## src/rtl/core/ted_pkg.sv

```systemverilog
// Shared types and constants for the text encoding decoder.
// No dependencies; every other file of the block imports this package.
package ted_pkg;

  localparam int CODE_W   = 21;
  localparam int BYTE_W   = 8;
  localparam int LEFT_W   = 3;
  localparam int CFG_IDX_W = 1;
  localparam int CFG_DATA_W = 8;

  // Result queue between front and back
  localparam int QDEPTH = 4;
  localparam int QPTR_W = $clog2(QDEPTH);
  localparam int QCNT_W = $clog2(QDEPTH + 1);

  // Encoding codes
  localparam logic [7:0] ENC_LATIN1    = 8'd0;
  localparam logic [7:0] ENC_UTF16_BOM = 8'd1;
  localparam logic [7:0] ENC_UTF16_BE  = 8'd2;
  localparam logic [7:0] ENC_UTF8      = 8'd3;

  // Configuration register indexes
  localparam logic [CFG_IDX_W-1:0] CFG_IDX_ENCODING = 1'b0;
  localparam logic [CFG_IDX_W-1:0] CFG_IDX_SPLIT    = 1'b1;

  localparam logic [7:0] UTF8_CONT_MASK  = 8'hc0;
  localparam logic [7:0] UTF8_CONT_TAG   = 8'h80;
  localparam logic [7:0] UTF8_LEAD2_MASK = 8'he0;
  localparam logic [7:0] UTF8_LEAD2_TAG  = 8'hc0;
  localparam logic [7:0] UTF8_LEAD3_MASK = 8'hf0;
  localparam logic [7:0] UTF8_LEAD3_TAG  = 8'he0;
  localparam logic [7:0] UTF8_LEAD4_MASK = 8'hf8;
  localparam logic [7:0] UTF8_LEAD4_TAG  = 8'hf0;

  localparam logic [CODE_W-1:0] SUPP_BASE = 21'h10000;
  localparam logic [CODE_W-1:0] BMP_MAX   = 21'h0ffff;
  localparam logic [CODE_W-1:0] HI_SURR   = 21'h0d800;
  localparam logic [CODE_W-1:0] LO_SURR   = 21'h0dc00;
  localparam logic [15:0]       UNIT_BOM  = 16'hfeff;
  localparam logic [15:0]       UNIT_NONCHAR = 16'hfffe;
  localparam logic [7:0]        BOM_HI    = 8'hfe;
  localparam logic [7:0]        BOM_LO    = 8'hff;

  typedef struct packed {
    logic [7:0] encoding;
    logic       split;
  } cfg_t;

  // One decoded byte's worth of results: one unit, or a surrogate pair
  typedef struct packed {
    logic              pair;
    logic [CODE_W-1:0] unit0;
    logic [CODE_W-1:0] unit1;
  } job_t;

  typedef struct packed {
    logic full;
    logic empty;
  } q_stat_t;

endpackage

```

## src/rtl/core/ted_if.sv

```systemverilog
// Valid/ready channel interfaces for raw bytes in and code units out.
// Depends on ted_pkg for field widths.
interface ted_in_if import ted_pkg::*; ();
  logic              valid;
  logic              ready;
  logic [BYTE_W-1:0] data_byte;
  logic [LEFT_W-1:0] bytes_left;

  modport source (output valid, output data_byte, output bytes_left, input ready);
  modport sink   (input valid, input data_byte, input bytes_left, output ready);
endinterface

interface ted_out_if import ted_pkg::*; ();
  logic              valid;
  logic              ready;
  logic [CODE_W-1:0] code_unit;
  logic              last_of_run;

  modport source (output valid, output code_unit, output last_of_run, input ready);
  modport sink   (input valid, input code_unit, input last_of_run, output ready);
endinterface

```

## src/rtl/core/text_encoding_decoder.sv

```systemverilog
// Text encoding decoder: Latin-1, UTF-8 and UTF-16 bytes in, code units out.
// Depends on ted_pkg, ted_if, ted_front, ted_queue and ted_back.
//
// Usage:
//   in_ch carries one raw byte per item with bytes_left (1 marks the last
//   byte of a text). out_ch carries code units; last_of_run marks the final
//   unit caused by one byte. A byte may cause no unit, one unit, or two
//   (a surrogate pair when split_supplementary is set).
//   Configuration: cfg_we_i writes cfg_data_i into register cfg_idx_i
//   (0 text_encoding, 1 split_supplementary) while the block is idle.
// Timing:
//   One byte is accepted every cycle while the four-entry job queue has room.
//   A byte's first unit passes through the queue, which takes its job at the
//   accepting edge, and then the output register, which loads it once the
//   back end is free. A pair leaves as two units through the single output
//   port, which sets the sustained rate.
// Reset: clears decode state and the queue; text_encoding returns to UTF-8
//   and split_supplementary to 1.
// Stall: when out_ch.ready is low the output unit holds; bytes keep flowing
//   in until the queue fills, then in_ch.ready drops.
module text_encoding_decoder import ted_pkg::*; (
  input  logic                  clk_i,
  input  logic                  rst_ni,
  input  logic                  cfg_we_i,
  input  logic [CFG_IDX_W-1:0]  cfg_idx_i,
  input  logic [CFG_DATA_W-1:0] cfg_data_i,
  ted_in_if.sink                in_ch,
  ted_out_if.source             out_ch
);

  cfg_t    cfg_q;
  logic    push;
  job_t    job;
  job_t    head;
  q_stat_t q_stat;
  logic    pop;

  always_ff @(posedge clk_i or negedge rst_ni) begin
    if (!rst_ni) begin
      cfg_q.encoding <= ENC_UTF8;
      cfg_q.split    <= 1'b1;
    end else if (cfg_we_i) begin
      case (cfg_idx_i)
        CFG_IDX_ENCODING: cfg_q.encoding <= cfg_data_i;
        CFG_IDX_SPLIT:    cfg_q.split    <= cfg_data_i[0];
        default:          cfg_q          <= cfg_q;
      endcase
    end
  end

  ted_front u_front (
    .clk_i  (clk_i),
    .rst_ni (rst_ni),
    .cfg_i  (cfg_q),
    .in_ch  (in_ch),
    .full_i (q_stat.full),
    .push_o (push),
    .job_o  (job)
  );

  ted_queue u_queue (
    .clk_i  (clk_i),
    .rst_ni (rst_ni),
    .push_i (push),
    .job_i  (job),
    .pop_i  (pop),
    .head_o (head),
    .stat_o (q_stat)
  );

  ted_back u_back (
    .clk_i  (clk_i),
    .rst_ni (rst_ni),
    .head_i (head),
    .stat_i (q_stat),
    .pop_o  (pop),
    .out_ch (out_ch)
  );

`ifndef ASSERT_OFF
  // a high surrogate is always followed by its low half
  a_pair_follows: assert property (@(posedge clk_i) disable iff (!rst_ni)
    out_ch.valid && out_ch.ready && !out_ch.last_of_run
      |=> out_ch.valid && out_ch.last_of_run)
    else $error("surrogate pair broken");

  a_pop_nonempty: assert property (@(posedge clk_i) disable iff (!rst_ni)
    pop |-> !q_stat.empty)
    else $error("pop from empty queue");

  a_push_room: assert property (@(posedge clk_i) disable iff (!rst_ni)
    push |-> !q_stat.full && in_ch.valid)
    else $error("push into full queue");
`endif

endmodule

```

## src/rtl/core/ted_front.sv

```systemverilog
// Front end: accepts raw bytes, tracks UTF-8 / UTF-16 decode state and
// pushes each byte's results as one job into the queue. Uses ted_pkg, ted_in_if.
module ted_front import ted_pkg::*; (
  input  logic       clk_i,
  input  logic       rst_ni,
  input  cfg_t       cfg_i,
  ted_in_if.sink     in_ch,
  input  logic       full_i,
  output logic       push_o,
  output job_t       job_o
);

  logic [1:0]        pend_q, pend_d;
  logic [CODE_W-1:0] acc_q, acc_d;
  logic              discard_q, discard_d;
  logic [7:0]        held_q, held_d;
  logic              phase_q, phase_d;
  logic              first_q, first_d;
  logic              big_q, big_d;

  logic              accept;
  logic [LEFT_W-1:0] left_n;
  logic [7:0]        b;
  logic              emit;
  logic [CODE_W-1:0] pt;
  logic [CODE_W-1:0] v;
  logic [CODE_W-1:0] acc_shift;
  logic              lead_go;
  logic [2:0]        need;
  logic              lead_ok;
  logic              big;
  logic [15:0]       unit16;

  assign in_ch.ready = !full_i;
  assign accept      = in_ch.valid && !full_i;
  assign b           = in_ch.data_byte;
  assign acc_shift   = {acc_q[CODE_W-7:0], b[5:0]};

  always_comb begin
    if (in_ch.bytes_left == 3'd0) begin
      left_n = 3'd1;
    end else if (in_ch.bytes_left > 3'd4) begin
      left_n = 3'd4;
    end else begin
      left_n = in_ch.bytes_left;
    end
  end

  always_comb begin
    pend_d    = pend_q;
    acc_d     = acc_q;
    discard_d = discard_q;
    held_d    = held_q;
    phase_d   = phase_q;
    first_d   = first_q;
    big_d     = big_q;
    emit      = 1'b0;
    pt        = '0;
    lead_go   = 1'b0;
    need      = 3'd0;
    lead_ok   = 1'b0;
    big       = 1'b0;
    unit16    = '0;

    case (cfg_i.encoding)
      ENC_LATIN1: begin
        emit = 1'b1;
        pt   = {{(CODE_W-8){1'b0}}, b};
      end
      ENC_UTF8: begin
        if (!discard_q) begin
          if (pend_q != 2'd0) begin
            if ((b & UTF8_CONT_MASK) == UTF8_CONT_TAG) begin
              acc_d  = acc_shift;
              pend_d = pend_q - 2'd1;
              if (pend_q == 2'd1) begin
                emit = 1'b1;
                pt   = acc_shift;
              end
            end else begin
              // abandon the sequence, re-read this byte as a lead
              pend_d  = 2'd0;
              acc_d   = '0;
              lead_go = 1'b1;
            end
          end else begin
            lead_go = 1'b1;
          end
          if (lead_go) begin
            if (b[7] == 1'b0) begin
              emit = 1'b1;
              pt   = {{(CODE_W-8){1'b0}}, b};
            end else if ((b & UTF8_LEAD2_MASK) == UTF8_LEAD2_TAG) begin
              lead_ok = 1'b1;
              need    = 3'd2;
              acc_d   = {{(CODE_W-5){1'b0}}, b[4:0]};
            end else if ((b & UTF8_LEAD3_MASK) == UTF8_LEAD3_TAG) begin
              lead_ok = 1'b1;
              need    = 3'd3;
              acc_d   = {{(CODE_W-4){1'b0}}, b[3:0]};
            end else if ((b & UTF8_LEAD4_MASK) == UTF8_LEAD4_TAG) begin
              lead_ok = 1'b1;
              need    = 3'd4;
              acc_d   = {{(CODE_W-3){1'b0}}, b[2:0]};
            end
            if (lead_ok) begin
              if (need > left_n) begin
                discard_d = 1'b1;
                acc_d     = '0;
              end else begin
                pend_d = 2'(need - 3'd1);
              end
            end
          end
        end
      end
      default: begin
        if (!phase_q) begin
          held_d  = b;
          phase_d = 1'b1;
        end else begin
          phase_d = 1'b0;
          first_d = 1'b1;
          if (cfg_i.encoding == ENC_UTF16_BOM) begin
            if (!first_q) begin
              big   = (held_q == BOM_HI) && (b == BOM_LO);
              big_d = big;
            end else begin
              big = big_q;
            end
          end else begin
            big = (cfg_i.encoding == ENC_UTF16_BE);
          end
          unit16 = big ? {held_q, b} : {b, held_q};
          if (unit16 != UNIT_BOM && unit16 != UNIT_NONCHAR) begin
            emit = 1'b1;
            pt   = {{(CODE_W-16){1'b0}}, unit16};
          end
        end
      end
    endcase

    // end of text drops whatever is unfinished
    if (left_n == 3'd1) begin
      pend_d    = 2'd0;
      acc_d     = '0;
      discard_d = 1'b0;
      held_d    = '0;
      phase_d   = 1'b0;
      first_d   = 1'b0;
      big_d     = 1'b0;
    end
  end

  assign v = pt - SUPP_BASE;

  always_comb begin
    job_o.pair  = cfg_i.split && (pt > BMP_MAX);
    if (job_o.pair) begin
      job_o.unit0 = HI_SURR + {10'b0, v[CODE_W-1:10]};
      job_o.unit1 = LO_SURR + {11'b0, v[9:0]};
    end else begin
      job_o.unit0 = pt;
      job_o.unit1 = '0;
    end
  end

  assign push_o = accept && emit;

  always_ff @(posedge clk_i or negedge rst_ni) begin
    if (!rst_ni) begin
      pend_q    <= '0;
      acc_q     <= '0;
      discard_q <= 1'b0;
      held_q    <= '0;
      phase_q   <= 1'b0;
      first_q   <= 1'b0;
      big_q     <= 1'b0;
    end else if (accept) begin
      pend_q    <= pend_d;
      acc_q     <= acc_d;
      discard_q <= discard_d;
      held_q    <= held_d;
      phase_q   <= phase_d;
      first_q   <= first_d;
      big_q     <= big_d;
    end
  end

endmodule

```

## src/rtl/core/ted_queue.sv

```systemverilog
// Short job queue between the decode front end and the output back end.
// Uses ted_pkg for job_t and the queue depth.
module ted_queue import ted_pkg::*; (
  input  logic    clk_i,
  input  logic    rst_ni,
  input  logic    push_i,
  input  job_t    job_i,
  input  logic    pop_i,
  output job_t    head_o,
  output q_stat_t stat_o
);

  job_t              mem_q [QDEPTH];
  logic [QPTR_W-1:0] wr_q, rd_q;
  logic [QCNT_W-1:0] cnt_q;
  logic              do_push, do_pop;

  assign stat_o.full  = (cnt_q == QCNT_W'(QDEPTH));
  assign stat_o.empty = (cnt_q == '0);
  assign do_push      = push_i && !stat_o.full;
  assign do_pop       = pop_i && !stat_o.empty;
  assign head_o       = mem_q[rd_q];

  always_ff @(posedge clk_i) begin
    if (do_push) begin
      mem_q[wr_q] <= job_i;
    end
  end

  always_ff @(posedge clk_i or negedge rst_ni) begin
    if (!rst_ni) begin
      wr_q  <= '0;
      rd_q  <= '0;
      cnt_q <= '0;
    end else begin
      if (do_push) begin
        wr_q <= wr_q + QPTR_W'(1);
      end
      if (do_pop) begin
        rd_q <= rd_q + QPTR_W'(1);
      end
      case ({do_push, do_pop})
        2'b10:   cnt_q <= cnt_q + QCNT_W'(1);
        2'b01:   cnt_q <= cnt_q - QCNT_W'(1);
        default: cnt_q <= cnt_q;
      endcase
    end
  end

endmodule

```

## src/rtl/core/ted_back.sv

```systemverilog
// Back end: holds one job in the output register and delivers its one
// or two code units. Uses ted_pkg and ted_out_if.
module ted_back import ted_pkg::*; (
  input  logic    clk_i,
  input  logic    rst_ni,
  input  job_t    head_i,
  input  q_stat_t stat_i,
  output logic    pop_o,
  ted_out_if.source out_ch
);

  logic              busy_q, busy_d;
  logic              phase_q, phase_d;
  job_t              job_q;
  logic              fire;
  logic              take;

  assign out_ch.valid       = busy_q;
  assign out_ch.code_unit   = (job_q.pair && phase_q) ? job_q.unit1 : job_q.unit0;
  assign out_ch.last_of_run = !job_q.pair || phase_q;

  assign fire  = busy_q && out_ch.ready;
  // free the register when empty or when its final unit leaves
  assign take  = !busy_q || (fire && (!job_q.pair || phase_q));
  assign pop_o = take && !stat_i.empty;

  always_comb begin
    busy_d  = busy_q;
    phase_d = phase_q;
    if (pop_o) begin
      busy_d  = 1'b1;
      phase_d = 1'b0;
    end else if (take) begin
      busy_d  = 1'b0;
      phase_d = 1'b0;
    end else if (fire) begin
      phase_d = 1'b1;
    end
  end

  always_ff @(posedge clk_i) begin
    if (pop_o) begin
      job_q <= head_i;
    end
  end

  always_ff @(posedge clk_i or negedge rst_ni) begin
    if (!rst_ni) begin
      busy_q  <= 1'b0;
      phase_q <= 1'b0;
    end else begin
      busy_q  <= busy_d;
      phase_q <= phase_d;
    end
  end

endmodule

```

## src/flat_wrapper.sv

```systemverilog
// flat-port wrapper written by rule: the top's interface ports become plain ports
module text_encoding_decoder_flat import ted_pkg::*;
  (clk_i, rst_ni, cfg_we_i, cfg_idx_i, cfg_data_i, in_ch_valid, in_ch_data_byte, in_ch_bytes_left, in_ch_ready, out_ch_valid, out_ch_code_unit, out_ch_last_of_run, out_ch_ready);
  ted_in_if in_ch_i ();
  ted_out_if out_ch_i ();
  input  logic clk_i;
  input  logic rst_ni;
  input  logic cfg_we_i;
  input  logic [CFG_IDX_W-1:0] cfg_idx_i;
  input  logic [CFG_DATA_W-1:0] cfg_data_i;
  input wire logic [$bits(in_ch_i.valid)-1:0] in_ch_valid;
  input wire logic [$bits(in_ch_i.data_byte)-1:0] in_ch_data_byte;
  input wire logic [$bits(in_ch_i.bytes_left)-1:0] in_ch_bytes_left;
  output wire logic [$bits(in_ch_i.ready)-1:0] in_ch_ready;
  output wire logic [$bits(out_ch_i.valid)-1:0] out_ch_valid;
  output wire logic [$bits(out_ch_i.code_unit)-1:0] out_ch_code_unit;
  output wire logic [$bits(out_ch_i.last_of_run)-1:0] out_ch_last_of_run;
  input wire logic [$bits(out_ch_i.ready)-1:0] out_ch_ready;
  assign in_ch_i.valid = in_ch_valid;
  assign in_ch_i.data_byte = in_ch_data_byte;
  assign in_ch_i.bytes_left = in_ch_bytes_left;
  assign in_ch_ready = in_ch_i.ready;
  assign out_ch_valid = out_ch_i.valid;
  assign out_ch_code_unit = out_ch_i.code_unit;
  assign out_ch_last_of_run = out_ch_i.last_of_run;
  assign out_ch_i.ready = out_ch_ready;
  text_encoding_decoder u_core (.clk_i(clk_i), .rst_ni(rst_ni), .cfg_we_i(cfg_we_i), .cfg_idx_i(cfg_idx_i), .cfg_data_i(cfg_data_i), .in_ch(in_ch_i), .out_ch(out_ch_i));
endmodule
```

## config.mk

```make
export PLATFORM = sky130hd
export DESIGN_NAME = text_encoding_decoder_flat
export DESIGN_NICKNAME = d
export VERILOG_FILES = /design/src/rtl/core/ted_pkg.sv /design/src/rtl/core/ted_if.sv /design/src/rtl/core/text_encoding_decoder.sv /design/src/rtl/core/ted_front.sv /design/src/rtl/core/ted_queue.sv /design/src/rtl/core/ted_back.sv /design/src/flat_wrapper.sv
export SDC_FILE = /design/constraint.sdc
export NUM_CORES = 1
export LEC_CHECK = 0
export BUFFER_PORTS_ARGS = -buffer_cell sky130_fd_sc_hd__buf_2
export CAP_MARGIN = 20
export CORE_MARGIN = 2
export CORE_UTILIZATION = 32
export DETAILED_ROUTE_END_ITERATION = 6
export GPL_TIMING_DRIVEN = 1
export PLACE_DENSITY = 0.57
export SETUP_SLACK_MARGIN = 0.02
export SYNTH_ARGS = -nofsm -noshare
export SYNTH_HDL_FRONTEND = slang
export SYNTH_SLANG_ARGS = --single-unit
```

## constraint.sdc

```tcl
create_clock -name clk_i -period 4.25 [get_ports clk_i]
set_input_delay 0.425 -clock clk_i [delete_from_list [all_inputs] [get_ports clk_i]]
set_output_delay 0.425 -clock clk_i [all_outputs]
set_load 0.1 [all_outputs]
```

Yosys cells after proc, flatten, opt, wreduce, memory -nomap -nowiden
Memories as Yosys holds them, arrays and structs flattened. A register that Yosys moved wholly into a read port is not among the register bits.
Index checks and enable logic that the tools add are counted.
{"block": "word_totals", "reg_bits": 53, "ram_bits": 172, "inputBits": 25, "mem_count": 1}
{"name": "u_core.u_queue.mem_q", "depth": 4, "width": 43, "read_ports": 1, "rd_clocked_by_memory_dff": 1, "wr": 1, "line_no": "ted_queue.sv:13", "rtl": "job_t mem_q [QDEPTH];"}
{"block": "classes", "n_addsub": 9, "order_cmp": 3, "n_eq_ne": 19, "muxes": 92, "n_bitwise": 1, "reduce_logical": 36}
{"cell": "2-to-1 mux 21 bit", "n": 19}
{"cell": "2-to-1 mux 16 bit", "n": 3}
{"cell": "2-to-1 mux 1 bit", "n": 46}
{"cell": "2-to-1 mux 42 bit", "n": 1}
{"cell": "case mux 21 bit (2 select lines)", "n": 1}
{"cell": "!= test 16 bit (second input constant)", "n": 2}
{"cell": "2-to-1 mux 3 bit", "n": 9}
{"cell": "2-to-1 mux 8 bit", "n": 3}
{"cell": "> comparator 21 x 16 -> 1 bit (second input constant)", "n": 1}
{"cell": "subtractor 21 x 17 -> 21 bit (second input constant)", "n": 1}
{"cell": "adder 16 x 10 -> 17 bit (first input constant)", "n": 1}
{"cell": "adder 16 x 11 -> 17 bit (first input constant)", "n": 1}
{"cell": "equality test 8 x 2 -> 1 bit (second input constant)", "n": 2}
{"cell": "equality test 8 bit (second input constant)", "n": 2}
{"cell": "2-to-1 mux 2 bit", "n": 8}
{"cell": "nonzero test 2 bit", "n": 6}
{"cell": "logical AND 1 bit", "n": 11}
{"cell": "AND reduction 3 bit", "n": 3}
{"cell": "equality test 8 x 1 -> 1 bit (second input constant)", "n": 1}
{"cell": "logical NOT 8 bit", "n": 1}
{"cell": "AND reduction 2 bit", "n": 4}
{"cell": "equality test 3 bit (second input constant)", "n": 2}
{"cell": "logical NOT 3 bit", "n": 2}
{"cell": "!= test 2 x 1 -> 1 bit (second input constant)", "n": 3}
{"cell": "other kinds (19)", "n": 27}

Depth between registers and ports, before layout
{"block": "depth", "depth_word": 16, "depth_mapped": 14, "depth_no_buf": 14}

Modules after synthesis
A second synthesis with hierarchy kept.
{"block": "hier_totals", "cells_unflattened": 659, "area_unflattened_um2": 11343.4}
{"mod": "ted_queue", "n_inst": 1, "cells_per_inst": 262, "area_each_um2": 6690.2, "seq_area_each_um2": 5340.1}
{"mod": "ted_front", "n_inst": 1, "cells_per_inst": 299, "area_each_um2": 2532.4, "seq_area_each_um2": 725.7}
{"mod": "ted_back", "n_inst": 1, "cells_per_inst": 77, "area_each_um2": 1731.7, "seq_area_each_um2": 1341.3}
{"mod": "text_encoding_decoder", "n_inst": 1, "cells_per_inst": 21, "area_each_um2": 389.1, "seq_area_each_um2": 229.0}

Worst setup path after synthesis
Ideal clock, no wire load.
{"block": "synth_timing", "path_kind": "register to register", "from": "register u_core.u_back.phase_q", "to": "register u_core.u_queue.cnt_q[2]", "setup_ns": 0.079, "arrival_time_ns": 3.528, "setup_slack_ns": 0.643, "stages_incl_launch_ff": 11, "period_less_slack_ns": 3.607, "cell_sequence": "dfrtp_1 nand2b_1 nand2_1 nand2_1 o31a_1 ha_1 inv_1 fa_1 xor2_1 nor2_1 xor2_1"}
{"block": "synth_via", "elab_chain_cells": 7}
{"element": "from (decl)", "line_no": "ted_back.sv:13", "rtl": "logic phase_q, phase_d;"}
{"element": "from (signal assigned)", "line_no": "ted_back.sv:53", "rtl": "phase_q <= phase_d;"}
{"element": "logical OR 1 bit (*)"}
{"element": "net out_ch_last_of_run", "line_no": "flat_wrapper.sv:17", "rtl": "output wire logic [$bits(out_ch_i.last_of_run)-1:0] out_ch_last_of_run;"}
{"element": "logical AND 1 bit (*)", "line_no": "ted_back.sv:24", "rtl": "assign take = !busy_q || (fire && (!job_q.pair || phase_q));"}
{"element": "logical OR 1 bit (*)", "line_no": "ted_back.sv:24"}
{"element": "logical AND 1 bit (*)", "line_no": "ted_back.sv:25", "rtl": "assign pop_o = take && !stat_i.empty;"}
{"element": "net u_core.pop", "line_no": "text_encoding_decoder.sv:36", "rtl": "logic pop;"}
{"element": "logical AND 1 bit (*)", "line_no": "ted_queue.sv:21", "rtl": "assign do_pop = pop_i && !stat_o.empty;"}
{"element": "equality test 2 x 1 -> 1 bit / equality test 2 bit (equally long branches)", "line_no": "ted_queue.sv:42", "rtl": "case ({do_push, do_pop})"}
{"element": "case mux 3 bit (2 select lines) / nonzero test 2 bit (equally long branches)"}
{"element": "to (signal assigned)", "line_no": "ted_queue.sv:43", "rtl": "2'b10: cnt_q <= cnt_q + QCNT_W'(1);"}
{"element": "to (signal assigned)", "line_no": "ted_queue.sv:44", "rtl": "2'b01: cnt_q <= cnt_q - QCNT_W'(1);"}
{"element": "to (signal assigned)", "line_no": "ted_queue.sv:45", "rtl": "default: cnt_q <= cnt_q;"}
{"element": "to (decl)", "line_no": "ted_queue.sv:15", "rtl": "logic [QCNT_W-1:0] cnt_q;"}
The timed path passes the listed nets; every way through them passes the cells marked *.
A chain may end at the register's enable or synchronous reset.

==> flow_metrics.env <==
export IMPL_globalplace_congestion=0.9089
export IMPL_setup_viol=0
export IMPL_hold_violations=0
export IMPL_post_cts_setup_buffers=0
export IMPL_dp_hpwl_mm=15.45
export IMPL_maxCapViolations=0
export IMPL_placed_area_sq_mm=0.01030
export IMPL_initial_core_util_pct=32.29
export IMPL_final_cell_area_sq_mm=0.01101
export IMPL_die_w_um=176.2
export IMPL_worst_clock_skew_ps=7.881
export IMPL_cpMaxStageDelayCell="or4_4"
export IMPL_via_per_inst=5.282
export IMPL_cts_sinks=207
export IMPL_post_route_period_util_pct=90.99
export IMPL_synth_top_family_by_area="compound AO/OA/AOI/OAI gates"
export IMPL_critical_path_required_ps=4550
export IMPL_gr_usage_met1_pct=20.74
export IMPL_syn_area_per_cell_sq_um=14.13
export IMPL_grt_pass1_wl_mm=35.27
export IMPL_tightest_slew_ps=881.5
export IMPL_wl_per_cell_um=19.73
export IMPL_critPathBufInv=2
export IMPL_numPortBuffers=48
export IMPL_cts_buffers=22
export IMPL_cts_buffer_depth=3
export IMPL_leakage_nw=3.950
export IMPL_track_usage_pct=14.65
export IMPL_syn_instance_count=672
export IMPL_grt_busiest_layer="met2"
export IMPL_synth_largest_area_cell="edfxtp_1"
export IMPL_yosys_area_share_adder_pct=1.661
export IMPL_io_pin_count=49
export IMPL_dr_pass1_iters=7
export IMPL_antenna_found_initial=1
export IMPL_grt_pass1_vias=5936
export IMPL_yosysTopAreaCellShare_pct=50.61
export IMPL_die_y_um=176.2
export IMPL_detail_route_antenna_nets=0
export IMPL_rows=63
export IMPL_yosys_area_share_simple_pct=10.65
export IMPL_fin_crit_ps=3867
export IMPL_status="finished clean"
export IMPL_endpoint_kind="flip-flop"
export IMPL_drt_initial_drc_count=568
export IMPL_synth_xor_area_share_pct=0.7380
export IMPL_syn_cell_area_sq_mm=0.009494
export IMPL_areaGrowthSynthToFinish_pct=15.96
export IMPL_arrival_ps=4170
export IMPL_drt_wl_total_mm=22.59
export IMPL_final_nets=776
export IMPL_grt_overflow=0
export IMPL_yosys_warnings=0
export IMPL_grtUsageMet2_pct=23.66
export IMPL_tns_ps=0
export IMPL_rsz0062_at_grt="no"
export IMPL_slew_limit_headroom_pct=41.09
export IMPL_ys_seq_area_share_pct=63.03
export IMPL_holdBufCountCts=0
export IMPL_antenna_cells=0
export IMPL_min_path_type="primary input to async pin"
export IMPL_synth_nets=709
export IMPL_ctsResizeCount=0
export IMPL_synth_edf_count=160
export IMPL_use_met3_pct=2.498
export IMPL_crit_chain="or4_4 -> o41ai_2 -> a21oi_1 -> buf_4 -> o211a_1 -> nor3_1 -> nor4_1 -> nand4_1 -> mux2_2 -> inv_2 -> mux2i_1"
export IMPL_grt_max_degree=48
export IMPL_slew_viol_final=0
export IMPL_cts_tree="done"
export IMPL_p_per_area_mw_per_mm2=693.9
export IMPL_start_kind="flip-flop"
export IMPL_synth_compound_area_share_pct=10.85
export IMPL_clock_latency_ps=510
export IMPL_num_vias=6048
export IMPL_synth_flop_cell="edfxtp_1"
export IMPL_whs_ps=22.92
export IMPL_clk_pin_slew_ps=60
export IMPL_ys_seq_elements=207
export IMPL_worst_path_largest_cell_delay_ps=650
export IMPL_fmax_mhz=258.6
export IMPL_crit_type="flip-flop to flip-flop"
export IMPL_h_tree_depth=1
export IMPL_netlist_top_cells_area="edfxtp_1 (51%), dfrtp_1 (12%), mux4_2 (7.6%)"
export IMPL_synthMuxAreaShare_pct=10.60
export IMPL_drive_gt1_share_pct=25.17
export IMPL_max_vdd_ir_drop_uv=264.2
export IMPL_synthArstFlopShare_pct=22.71
export IMPL_die_area_sq_mm=0.03106
export IMPL_synth_cell_types=70
export IMPL_fp_coreArea_sq_mm=0.02940
export IMPL_cp_max_fo=13
export IMPL_cts_root_buf="clkbuf_16"
export IMPL_route_detailed_drc=0
export IMPL_critical_path_top_delay_family="simple AND/OR/NAND/NOR gates"
-- logic make-up (layout without fill, tap and decap cells) --
family / Yosys count / after routing
buffers and inverters: 56 / 139
muxes: 58 / 58
and+or+nand+nor: 188 / 188
DFF: 207 / 207
xor gates and xnor gates: 8 / 8
adders and majority gates: 12 / 12
AOI/OAI and AO/OA: 143 / 143
-- worst reg2reg max path, cell delays in order (launching register included) --
cell     delay [ps]
dfrtp_1         400
or4_4           650
o41ai_2         430
a21oi_1         160
buf_4           230
o211a_1         160
nor3_1          370
nor4_1          110
nand4_1         150
mux2_2          470
inv_2           220
mux2i_1         340
-- registers in the layout, indices dropped and copies added (netlist names), 2 cells and up --
register               cells
u_core.cfg_q               9
u_core.u_back.job_q       32
u_core.u_front.acc_q      15
u_core.u_front.held_q      8
u_core.u_front.pend_q      2
u_core.u_queue.cnt_q       3
u_core.u_queue.mem_q     128
u_core.u_queue.rd_q        2
u_core.u_queue.wr_q        2
-- placed cells by master, fill, tap and decap left out, drive strengths merged, types with 19 or more instances in the layout --
cell,count
buf,80
clkbuf,27
nand2,46
mux2,20
o21ai,21
a21oi,26
nor2,41
a22o,25
mux4,32
inv,19
edfxtp,160
dfrtp,44
-- path summary, 6_finish.rpt --
check,startpoint,endpoint,slack [ps],cells past startpoint
worst max register to register,u_core.cfg_q[4],u_core.u_queue.mem_q[3][30],380,11
worst min-delay path,rst_ni,u_core.u_queue.rd_q[1],20,2
worst max-delay path,u_core.cfg_q[4],u_core.u_queue.mem_q[3][30],380,11
min in group clk_i,cfg_data_i[1],u_core.cfg_q[2],140,3
worst min register to register,u_core.u_front.pend_q[1],u_core.u_front.pend_q[1],510,1
max in group asynchronous,rst_ni,u_core.u_queue.rd_q[0],3770,2
-- cells in the mapped netlist, types with 3 or more instances --
cell type  count
nor3_1         9
buf_1          4
nand2b_1      10
or2_2          3
inv_1         18
and4_1         4
and3_1         6
a22oi_1        8
mux2i_1        6
a21oi_1       26
xnor2_1        4
edfxtp_1     160
o21ai_0       20
a31o_2         7
nand2_1       46
nand3b_1       3
mux2_2        20
nand3_1        7
o211ai_1       5
a21o_1         6
a32oi_1        5
dfstp_2        3
a31oi_1        9
a22o_1        25
xor2_1         4
buf_2          4
nor2b_1        5
nor4_1         6
dfrtp_1       44
or3_1          4
nor2_1        41
ha_1          11
clkbuf_1      25
o31ai_1        8
nand4_1       12
mux4_2        32
and2_1        17
-- through the flow --
step           instances  power (W)  setup WS (ps)  utilization (%)
2_1_floorplan        672   0.005168          642.8                -
3_3_place_gp        1103   0.005833          217.0            35.01
3_5_place_dp        1104   0.005863          71.79            35.03
4_1_cts             1144   0.007730          57.99            37.42
5_1_grt             1145   0.008009          156.4            37.44
6_report            1145   0.007640          383.1            37.44
-- layer usage --
layer	routed length, um	vias up
met3	1205	31
met5	13	-
met2	10710	202
met1	10280	3051
met4	387	2
li1	-	2762
-- final cells by class --
class | instances | area (sq um)
fillers | 2796 | 18390
flip-flops and latches | 207 | 5986
multi-input cells | 409 | 3282
clock buffers | 27 | 569.3
well taps | 390 | 488.0
repair buffers | 80 | 480.5
clock inverters | 13 | 132.6
inverters | 19 | 71.32
-- power breakdown --
part           switching, W  internal [W]  leakage, nW
Clock              0.000770       0.00108        0.338
Combinational       0.00198      0.000809         1.54
Sequential         0.000263       0.00274         2.08
Total               0.00301       0.00463         3.95
Power figures use the tool's default switching activity.
